`src/hdl/drsb_fifo.sv`:
```
// drsb_fifo: short register queue used between front and back and on the result side.
// Depends on nothing.
module drsb_fifo #(
	parameter int WIDTH = 8,
	parameter int DEPTH = 2
) (
	input  logic             clk,
	input  logic             arst_n,
	input  logic             push,
	input  logic [WIDTH-1:0] wr_data,
	output logic             full,
	input  logic             pop,
	output logic [WIDTH-1:0] rd_data,
	output logic             empty
);

	localparam int PTR_W = (DEPTH > 1) ? $clog2(DEPTH) : 1;
	localparam int CNT_W = $clog2(DEPTH + 1);

	logic [WIDTH-1:0] entry_q [DEPTH];
	logic [PTR_W-1:0] wr_ptr_q;
	logic [PTR_W-1:0] rd_ptr_q;
	logic [CNT_W-1:0] count_q;
	logic             do_push;
	logic             do_pop;

	assign full    = (count_q == CNT_W'(DEPTH));
	assign empty   = (count_q == '0);
	assign do_push = push && !full;
	assign do_pop  = pop && !empty;
	assign rd_data = entry_q[rd_ptr_q];

	always_ff @(posedge clk or negedge arst_n) begin
		if (!arst_n) begin
			wr_ptr_q <= '0;
			rd_ptr_q <= '0;
			count_q  <= '0;
		end else begin
			if (do_push) begin
				wr_ptr_q <= (wr_ptr_q == PTR_W'(DEPTH - 1)) ? '0 : wr_ptr_q + 1'b1;
			end
			if (do_pop) begin
				rd_ptr_q <= (rd_ptr_q == PTR_W'(DEPTH - 1)) ? '0 : rd_ptr_q + 1'b1;
			end
			if (do_push && !do_pop) begin
				count_q <= count_q + 1'b1;
			end else if (do_pop && !do_push) begin
				count_q <= count_q - 1'b1;
			end
		end
	end

	always_ff @(posedge clk) begin
		if (do_push) begin
			entry_q[wr_ptr_q] <= wr_data;
		end
	end

endmodule

```
`config.mk`:
```
export PLATFORM = sky130hd
export DESIGN_NAME = drsb_fifo
export DESIGN_NICKNAME = d
export VERILOG_FILES = /design/src/hdl/drsb_fifo.sv
export SDC_FILE = /design/constraint.sdc
export NUM_CORES = 1
export LEC_CHECK = 0
export BUFFER_PORTS_ARGS = -buffer_cell sky130_fd_sc_hd__buf_2
export CORE_MARGIN = 1.5
export CORE_UTILIZATION = 41
export CTS_CLUSTER_SIZE = 28
export DETAILED_ROUTE_END_ITERATION = 8
export HOLD_SLACK_MARGIN = 0.05
export PLACE_DENSITY = 0.69
export SYNTH_ARGS = -nofsm -noshare
export SYNTH_HDL_FRONTEND = slang
export SYNTH_SLANG_ARGS = --single-unit
```
`constraint.sdc`:
```
create_clock -name clk -period 2.01 [get_ports clk]
set_clock_uncertainty 0.2 [all_clocks]
set_input_delay 0.1005 -clock clk [delete_from_list [all_inputs] [get_ports clk]]
set_output_delay 0.1005 -clock clk [all_outputs]
set_load 0.02 [all_outputs]
```
==> flow_summary.ini <==
[finish]
syn2layout_area_growth_pct = 36.5
antenna_cells = 0
final_common_cell = buf_2
final_cell_mix = buf_2, edfxtp_1, dlygate4sd3_1
final_layout_size_suffix_gt1_share_pct = 35.8
fin_nets = 95

[placement]
io_buffers = 21
gp_congestion = 0.631
pre_cts_ws_ps = 345
dp_hpwl_um = 789

[clock_tree]
cts_tree = yes
numCtsBuffers = 3
cts_root_buf = clkbuf_4
clockBufferDepth = 2
insertion_delay_ps = 290
ctsHtreeMaxLevel = 1
path_clk_slew_ps = 100
clock-sinks = 20

[logic_synthesis]
synth_area_um2 = 782
syn-num-nets = 57
avgSynthCellArea_um2 = 17.8
yosysSeqAreaShare_pct = 74.2
syn_inst = 44
ys_types = 15
ys_warn_count = 0
ys_seq_elements = 20

[route]
drtAntennaViolNets = 0
viasPerCell = 4.43
wl_per_cell_um = 11.0
drtPass1Iterations = 4
drt_iter0_drc = 5
num_vias = 470
drt-total-wl_um = 1170
drc = 0

[critical_path]
worstPathArrival_ps = 1420
crit_slowest_cell = dfrtp_1
crit_type = register to output port
crit_fanout = 9
startpoint_type = register
worst_path_largest_cell_delay_ps = 590
crit_path_cell_trace = mux2_2, buf_2
end_kind = output port
crit_required_ps = 1710

[global_route]
grt_overflow = 0
grt_pass1_vias = 408
grt_max_degree = 12
gr-usage-all-layers_pct = 12.9
grt_pass1_wl_um = 1760
antenna_found_initial = 0

[status]
status = completed

[power]
ir_worst_vdd_mv = 0.779
power.density_nw_per_um2 = 1280
p_leak_nw = 0.445

[die]
core_um2 = 1760
die_w_um = 46.7
dieArea_um2 = 2180
start_util_pct = 44.3
die_h_um = 46.7
row_count = 15
ioPinCount = 22

[sta]
fin_crit_ps = 1720
finalHoldViolCount = 0
worst_pin_slew_ps = 398
setup_viol = 0
fin_crit_sh_pct = 85.6
fin_tns_setup_ps = 0
timing.fmax_mhz = 581
slew_violations = 0
timing.final.ws_setup_ps = 289
grt_setup_unrepaired = false
slew_headroom_pct = 73.5
hold_slack_ps = 327

[flow_run]
cap_violations = 0

[worst_hold_path]
hp-class = register to register
-- final cells by class --
cell class,count,area (µm²)
Fill cell,154,697
Sequential cell,20,581
Timing Repair Buffer,34,233
Multi-Input combinational cell,21,189
Tap cell,25,31.3
Clock buffer,4,26.3
Inverter,2,7.51
-- synthesized netlist by cell type --
master     n  share of area [%]
buf_2      1               0.64
dfrtp_1    4                 13
mux2_1     6                8.6
ha_1       1                1.6
edfxtp_1  16                 61
nor2_1     3                1.4
and3_1     1               0.80
inv_1      2               0.96
mux2_2     2                2.9
nand2b_1   1               0.80
xor2_1     2                2.2
xnor2_2    1                2.1
nand2_2    1               0.80
xnor2_1    2                2.2
o21ai_1    1               0.64
-- path summary, 6_finish.rpt --
kind                            startpoint         end  slack [ps]  depth (start not counted)
worst min-delay path            count_q[1]  count_q[1]         330                          1
max in group asynchronous           arst_n  count_q[1]         940                          3
worst max register to register  count_q[0]  count_q[1]         350                          6
worst min register to register  count_q[1]  count_q[1]         330                          1
worst max-delay path              rd_ptr_q  rd_data[7]         290                          2
min in group asynchronous           arst_n    wr_ptr_q         500                          3
-- layer usage --
layer / vias up / GRT usage (%) / wire (µm)
met4: 0 / 10.0 / 37
met1: 218 / 15.2 / 553
met2: 15 / 19.7 / 524
li1: 233 / - / -
met3: 4 / 3.53 / 51
met5: - / 0 / 0
-- sequential cells by signal, summed over array words and instances (netlist names) --
register,cells
count_q,2
entry_q,16
rd_ptr_q,1
wr_ptr_q,1
-- where the power goes --
| group | switching [mW] | total [mW] | internal [mW] |
|---|---|---|---|
| Sequential | 0.0904 | 0.669 | 0.579 |
| Clock | 0.107 | 0.184 | 0.0771 |
| Combinational | 0.274 | 0.511 | 0.237 |
-- worst max-delay path: cells and delay by family, from the launching register on --
| kind | cells | cell delay, ps |
|---|---|---|
| multiplexers | 1 | 380 |
| buffers and inverters | 1 | 160 |
| flip-flops | 1 | 590 |
-- cell families after synthesis --
group / Yosys count / share of synthesized area, %
flip-flops: 20 / 74.2
multiplexers: 8 / 11.5
AND/OR/NAND/NOR: 6 / 3.84
XOR/XNOR: 5 / 6.56
buffers and inverters: 3 / 1.60
AO/OA/AOI/OAI: 1 / 0.639
adder cells (fa/ha/maj): 1 / 1.60
-- per-stage QoR --
step	power [mW]	instances	utilization [%]	cell area [µm²]
final	1.36	106	60.5	1070
after global routing	1.45	106	60.5	1070
after CTS	1.38	106	60.5	1070
after detailed placement	1.18	90	52.2	921
after global placement	1.18	90	52.2	921
after floorplan	1.03	44	-	782
-- what timing repair did --
action,4_1_cts,5_1_grt
hold buffers,12,0
hold endpoints to repair,24,0
resized for setup,0,0
setup buffers,0,0
No activity file was read; power rests on OpenSTA's default activity.
