--- src/hdl/drsb_pkg.sv ---
// drsb_pkg: shared types and constants of the dot raster strike buffer.
// Holds the item structs, operation codes and the internal command format.
// No dependencies.
package drsb_pkg;

	localparam int DEF_COLUMNS   = 512;
	localparam int DEF_PAGE_ROWS = 64;
	localparam int DEF_MAX_ROWS  = 256;

	// wide enough for any row times any column count
	localparam int CELL_ADDR_W = 28;

	localparam logic [2:0] OP_STRIKE   = 3'd0;
	localparam logic [2:0] OP_ADVANCE  = 3'd1;
	localparam logic [2:0] OP_FORMFEED = 3'd2;
	localparam logic [2:0] OP_CLEAR    = 3'd3;
	localparam logic [2:0] OP_READ     = 3'd4;

	typedef struct packed {
		logic [2:0]  op;
		logic [11:0] column;
		logic [15:0] row;
		logic [7:0]  ink;
		logic [7:0]  advance_count;
	} in_item_t;

	typedef struct packed {
		logic [7:0]  cell_value;
		logic [15:0] paper_row;
		logic [15:0] rows_used;
		logic        cap_reached;
		logic        boundary_valid;
		logic [15:0] boundary_row;
	} out_item_t;

	// classified work for the back end
	typedef enum logic [2:0] {
		K_NOP,
		K_CAP,
		K_STRIKE,
		K_ADVANCE,
		K_FEED,
		K_CLEAR,
		K_READ
	} cmd_kind_t;

	typedef struct packed {
		cmd_kind_t              kind;
		logic [15:0]            row;
		logic [11:0]            col;
		logic [7:0]             ink;
		logic [7:0]             count;
		logic [CELL_ADDR_W-1:0] row_base;
	} cmd_t;

endpackage

--- src/hdl/drsb_front.sv ---
// drsb_front: decodes an incoming item into a back-end command.
// Range checks on column and row, and the row base address of the cell store.
// Depends on drsb_pkg.
module drsb_front
	import drsb_pkg::*;
#(
	parameter int COLUMNS  = DEF_COLUMNS,
	parameter int MAX_ROWS = DEF_MAX_ROWS
) (
	input  in_item_t item,
	output cmd_t     cmd
);

	logic col_ok;
	logic row_ok;

	assign col_ok = ({1'b0, item.column} < 13'(COLUMNS));
	assign row_ok = ({1'b0, item.row} < 17'(MAX_ROWS));

	always_comb begin
		cmd.row      = item.row;
		cmd.col      = item.column;
		cmd.ink      = item.ink;
		cmd.count    = item.advance_count;
		cmd.row_base = {12'd0, item.row} * CELL_ADDR_W'(COLUMNS);
		unique case (item.op)
			OP_STRIKE: begin
				if (!col_ok) begin
					cmd.kind = K_NOP;
				end else if (!row_ok) begin
					cmd.kind = K_CAP;
				end else begin
					cmd.kind = K_STRIKE;
				end
			end
			OP_ADVANCE:  cmd.kind = (item.advance_count == 8'd0) ? K_NOP : K_ADVANCE;
			OP_FORMFEED: cmd.kind = K_FEED;
			OP_CLEAR:    cmd.kind = K_CLEAR;
			OP_READ:     cmd.kind = (col_ok && row_ok) ? K_READ : K_NOP;
			default:     cmd.kind = K_NOP;
		endcase
	end

endmodule

--- config.mk ---
export PLATFORM = sky130hd
export DESIGN_NAME = drsb_front
export DESIGN_NICKNAME = d
export VERILOG_FILES = /design/src/hdl/drsb_pkg.sv /design/src/hdl/drsb_front.sv
export SDC_FILE = /design/constraint.sdc
export NUM_CORES = 1
export LEC_CHECK = 0
export BUFFER_PORTS_ARGS = -buffer_cell sky130_fd_sc_hd__buf_2
export CORE_MARGIN = 1
export CORE_UTILIZATION = 24
export DETAILED_ROUTE_END_ITERATION = 16
export PLACE_DENSITY = 0.89
export SYNTH_ARGS = -nofsm -noshare
export SYNTH_HDL_FRONTEND = slang
export SYNTH_SLANG_ARGS = --single-unit
--- constraint.sdc ---
create_clock -name vclk -period 1.5
set_clock_uncertainty 0.15 [all_clocks]
set_input_delay 0.075 -clock vclk [all_inputs]
set_output_delay 0.075 -clock vclk [all_outputs]
set_load 0.01 [all_outputs]
==> impl_metrics.py, run 1 <==
metrics = {
    "pwr": {
        "p_leak_uw": 0.0003153,
        "p_per_area_nw_per_um2": 273.8,
        "ir_drop_v": 0.00007364,
    },
    "floorplanning": {
        "rows": 18,
        "die_w_microns": 53.77,
        "core_sq_um": 2500,
        "dieArea_sq_um": 2891,
        "io_pins": 122,
        "initial_core_util_pct": 25.73,
        "die_h_microns": 53.77,
    },
    "sta": {
        "setup_viol": 2,
        "fin_tns_setup_ps": -470.2,
        "rsz0062_at_grt": "true",
        "fin_crit_sh_pct": 118.2,
        "timing.fmax_mhz": 564.2,
        "maxSlewViolCount": 0,
        "hold_viol": 0,
        "min_period_ps": 1773,
        "setup_slack_ps": -272.6,
    },
    "logic_synthesis": {
        "yosysSeqAreaShare_pct": 0,
        "syn_inst": 88,
        "ys_warn_count": 0,
        "avgSynthCellArea_sq_um": 7.308,
        "ys_types": 12,
        "syn_area_sq_um": 643.1,
    },
    "worst_hold_path": {
        "whs_path_depth": 0,
        "holdCritStartpoint": "item[10]",
        "hold_path_class": "in -> out",
        "hold_end": "cmd[38]",
    },
    "setup_path": {
        "crit_path_start_kind": "primary input",
        "path_max_fanout": 2,
        "path_cells": "buf_6 > or4_4 > or4b_4 > mux2i_4 > buf_2",
        "critPathKind": "in -> out",
        "critPathCaptureType": "output port",
        "slowest_stage": "or4b_4",
        "worstPathArrival_ps": 1550,
        "crit_buf_inv": 2,
        "slowest_delay_ps": 570,
        "critPathTopFamily": "simple AND/OR/NAND/NOR gates",
        "crit_required_ps": 1270,
    },
    "place": {
        "place_hpwl_microns": 955.8,
        "post-place-ws_ps": -311.5,
        "gp_congestion": 0.6535,
        "dp.cells": 113,
        "io_buffers": 52,
    },
    "global_route": {
        "grt_use_total_pct": 5.865,
        "grt_pass1_vias": 326,
        "grt_max_degree": 4,
        "antenna_found_initial": 0,
        "grt_pass1_wl_mm": 1.317,
        "grt_overflow": 0,
    },
    "detailed_routing": {
        "routed_wl_mm": 1.057,
        "firstDrtPassIters": 1,
        "drt_iter0_markers": 0,
        "num_vias": 425,
        "drc": 0,
        "wl_per_cell_microns": 9.272,
        "via_per_inst": 3.728,
        "ant_nets": 0,
    },
    "finish": {
        "final_cell_mix": "buf_2, conb_1, buf_4",
        "instances_no_fill": 114,
        "nClkBuffers": 0,
        "fill_cells": 276,
        "nets": 133,
        "seq_cell_count": 0,
        "final-seq-area_sq_um": 0,
        "area_delta_synth_final_pct": -18.09,
        "layout-drive-gt1-share_pct": 73.81,
        "multi_input_area_sq_um": 165.2,
        "antenna_cells": 0,
        "final_common_cell": "buf_2",
        "final_util_pct": 21.07,
    },
    "flow_run": {
        "max_cap_viol_count": 0,
    },
    "outcome": {
        "status": "complete, but fails checks",
        "violations": "negative setup slack",
    },
}
==> per-stage QoR <==
stage / area [sq um] / total power [uW] / hold WS (ps)
2_1_floorplan: 700.7 / 215.4 / 44.09
3_3_place_gp: 488.0 / 133.9 / 0.06862
3_5_place_dp: 488.0 / 136.1 / 0.06862
4_1_cts: 509.2 / 142.0 / 0.06862
5_1_grt: 526.8 / 159.6 / 0.01766
6_report: 526.8 / 144.2 / 0.003386
==> layout make-up <==
cell class	count	share of cell area (%)
Inverter	2	1.425
Multi-Input combinational cell	25	31.35
Tap cell	30	7.126
Timing Repair Buffer	57	60.10
==> worst max path at each step <==
stage / slack (ps) / to / depth (start not counted) / startpoint
2_1_floorplan: -40 / cmd[74] / 3 / item[27]
3_3_place_gp: -300 / cmd[74] / 5 / item[27]
3_5_place_dp: -310 / cmd[74] / 5 / item[27]
4_1_cts: -280 / cmd[74] / 5 / item[24]
5_1_grt: -310 / cmd[74] / 5 / item[24]
6_report: -270 / cmd[74] / 5 / item[24]
==> cells by family (layout without fill, tap and decap cells) <==
logic type	Yosys count	in the layout	share of synthesized area, %
and+or+nand+nor	8	8	8.366
AOI/OAI and AO/OA	4	4	4.279
buffers and inverters	74	59	85.21
other	1	12	0.5831
muxes	1	1	1.556
==> cells in the mapped netlist <==
library cell | n | area [sq um]
nor4_1 | 1 | 6.260
mux2i_1 | 1 | 10.01
inv_1 | 2 | 7.510
a21oi_1 | 1 | 5.000
buf_4 | 72 | 540.5
conb_1 | 1 | 3.750
nand2_1 | 1 | 3.750
or4_1 | 4 | 30.03
nor2_1 | 1 | 3.750
o211ai_1 | 2 | 15.01
o31ai_1 | 1 | 7.510
or4b_1 | 1 | 10.01
==> layer usage <==
| metal | up-vias | share of wire [%] | global-route usage (%) |
|---|---|---|---|
| met2 | 51 | 51 | 10.91 |
| met3 | 9 | 14 | 1.695 |
| met1 | 175 | 31 | 6.106 |
| met5 | - | 0 | 0 |
| li1 | 190 | - | - |
| met4 | 0 | 4.1 | 2.193 |
==> report_power, final <==
group	internal [uW]	switching, uW	leakage [uW]
combinational	69.3	74.9	0.000315
sequential	0	0	0
clock	0	0	0
total	69.3	74.9	0.000315
==> timing repair <==
item,4_1_cts,5_1_grt
pin swaps,2,0
hold buffers,0,0
gates resized for setup,3,3
setup buffers,1,0
endpoints found under the setup margin,2,3
No activity file was read; power rests on OpenSTA's default activity.
==> run 2: changes to the inputs <==
BUFFER_PORTS_ARGS = default   (was -buffer_cell sky130_fd_sc_hd__buf_2)
CORE_AREA = 2 2 46 48   (was default)
CORE_MARGIN = default   (was 1)
CORE_UTILIZATION = default   (was 24)
DIE_AREA = 0 0 48 50   (was default)
DONT_BUFFER_PORTS = 1   (was default)
PLACE_DENSITY = 0.6   (was 0.89)
SKIP_LAST_GASP = 1   (was default)
SLEW_MARGIN = 20   (was default)
==> impl_metrics.py, run 2 (synthesized netlist as in run 1, its figures left out) <==
metrics = {
    "floorplanning": {
        "initial_core_util_pct": 33.82,
        "rows": 16,
        "die_h_microns": 50,
        "core_sq_um": 1902,
        "dieArea_sq_um": 2400,
        "io_pins": 122,
        "die_w_microns": 48,
    },
    "place": {
        "dp.cells": 54,
        "placed_area_sq_um": 193.9,
        "io_buffers": 0,
        "gp_congestion": 0.6868,
    },
    "sta": {
        "setup_viol": 2,
        "setup_slack_ps": -57.28,
        "fin_crit_sh_pct": 103.8,
        "timing.fmax_mhz": 642.1,
        "rsz0062_at_grt": "true",
        "min_period_ps": 1557,
        "hold_viol": 0,
        "maxSlewViolCount": 0,
    },
    "detailed_routing": {
        "via_per_inst": 4.222,
        "num_vias": 228,
        "wl_per_cell_microns": 16.39,
        "drc": 0,
        "drt_iter0_markers": 0,
        "firstDrtPassIters": 1,
        "ant_nets": 0,
        "routed_wl_microns": 885,
    },
    "worst_hold_path": {
        "hold_path_class": "in -> out",
        "whs_path_depth": 0,
    },
    "setup_path": {
        "path_max_fanout": 3,
        "crit_buf_inv": 0,
        "critPathTopFamily": "simple AND/OR/NAND/NOR gates",
        "critPathCaptureType": "output port",
        "path_cells": "or4_4 > or4b_4 > mux2i_4",
        "crit_path_start_kind": "primary input",
        "critPathKind": "in -> out",
        "slowest_delay_ps": 550,
        "crit_required_ps": 1270,
        "worst-path-stages": 3,
        "slowest_stage": "or4b_4",
        "worstPathArrival_ps": 1330,
    },
    "pwr": {
        "p_leak_uw": 0.00007746,
        "ir_drop_v": 0.00001914,
        "switching_share_pct": 70.57,
        "pwr-share-comb_pct": 100.0,
        "p_int_uw": 9.222,
        "power_frac_clock_pct": 0,
        "p_seq_share_pct": 0,
        "p_per_area_nw_per_um2": 155.5,
        "p_switching_uw": 22.11,
    },
    "flow_run": {
        "max_cap_viol_count": 0,
    },
    "finish": {
        "seq_cell_count": 0,
        "nets": 76,
        "final_util_pct": 10.59,
        "antenna_cells": 0,
        "layout-drive-gt1-share_pct": 14.81,
        "final_common_cell": "conb_1",
        "instances_no_fill": 54,
        "area_delta_synth_final_pct": -68.68,
        "design_area_sq_um": 201.4,
        "nClkBuffers": 0,
        "final_cell_mix": "conb_1, or4_4, or4_1, o211ai_1, inv_1",
        "final-seq-area_sq_um": 0,
    },
    "global_route": {
        "grt_overflow": 0,
        "grt_pass1_vias": 217,
        "grt_pass1_wl_mm": 1.035,
        "grt_max_degree": 5,
        "antenna_found_initial": 0,
        "grt_use_total_pct": 5.768,
    },
    "outcome": {
        "violations": "negative setup slack",
        "status": "complete, but fails checks",
    },
    "clocking": {
        "cts_hold_buf": 0,
        "post_cts_buffers": 0,
    },
}
[run 2: cell types whose count changed in the layout (fill, tap and decap cells not counted), sizes merged]
cell | before | now
buf | 57 | 0
[run 2: through the flow]
step           power [uW]  hold slack [ps]  setup TNS [ps]  worst slack [ps]
5_1_grt             34.85          0.01683          -137.2            -95.90
2_1_floorplan       215.4            44.09          -43.41            -43.41
3_5_place_dp        29.78          0.06862          -170.2            -109.1
4_1_cts             31.00          0.06862          -80.06            -64.07
3_3_place_gp        29.51          0.06862          -152.8            -100.3
6_report            31.33         0.004469          -60.08            -57.28
[run 2: power by group through the flow]
stage	Clock, uW	Sequential (uW)	Combinational (uW)
3_5_place_dp	0	0	29.8
2_1_floorplan	0	0	215
5_1_grt	0	0	34.9
4_1_cts	0	0	31.0
3_3_place_gp	0	0	29.5
6_report	0	0	31.3
[run 2: per-layer routing]
layer	vias to the layer above	part of all wire, %	GRT usage, %	wire [microns]
met5	-	0	0	0
li1	76	-	-	-
met1	98	22	3.486	193
met2	39	48	9.778	425
met4	0	5.8	4.054	51
met3	15	24	5.128	214
[run 2: worst paths after layout]
kind	slack (ps)	to	startpoint
max	-60	cmd[74]	item[27]
min	0.004	cmd[38]	item[10]
[run 2: area by class of cell]
| type | count | area [sq um] |
|---|---|---|
| multi-input cells | 25 | 160.2 |
| fillers | 217 | 1700 |
| inverters | 2 | 7.507 |
| well taps | 27 | 33.78 |
[run 2: what timing repair did]
| item | CTS | global route |
|---|---|---|
| setup endpoints to repair | 2 | 2 |
| pin swaps | 0 | 0 |
| resized for setup | 2 | 0 |
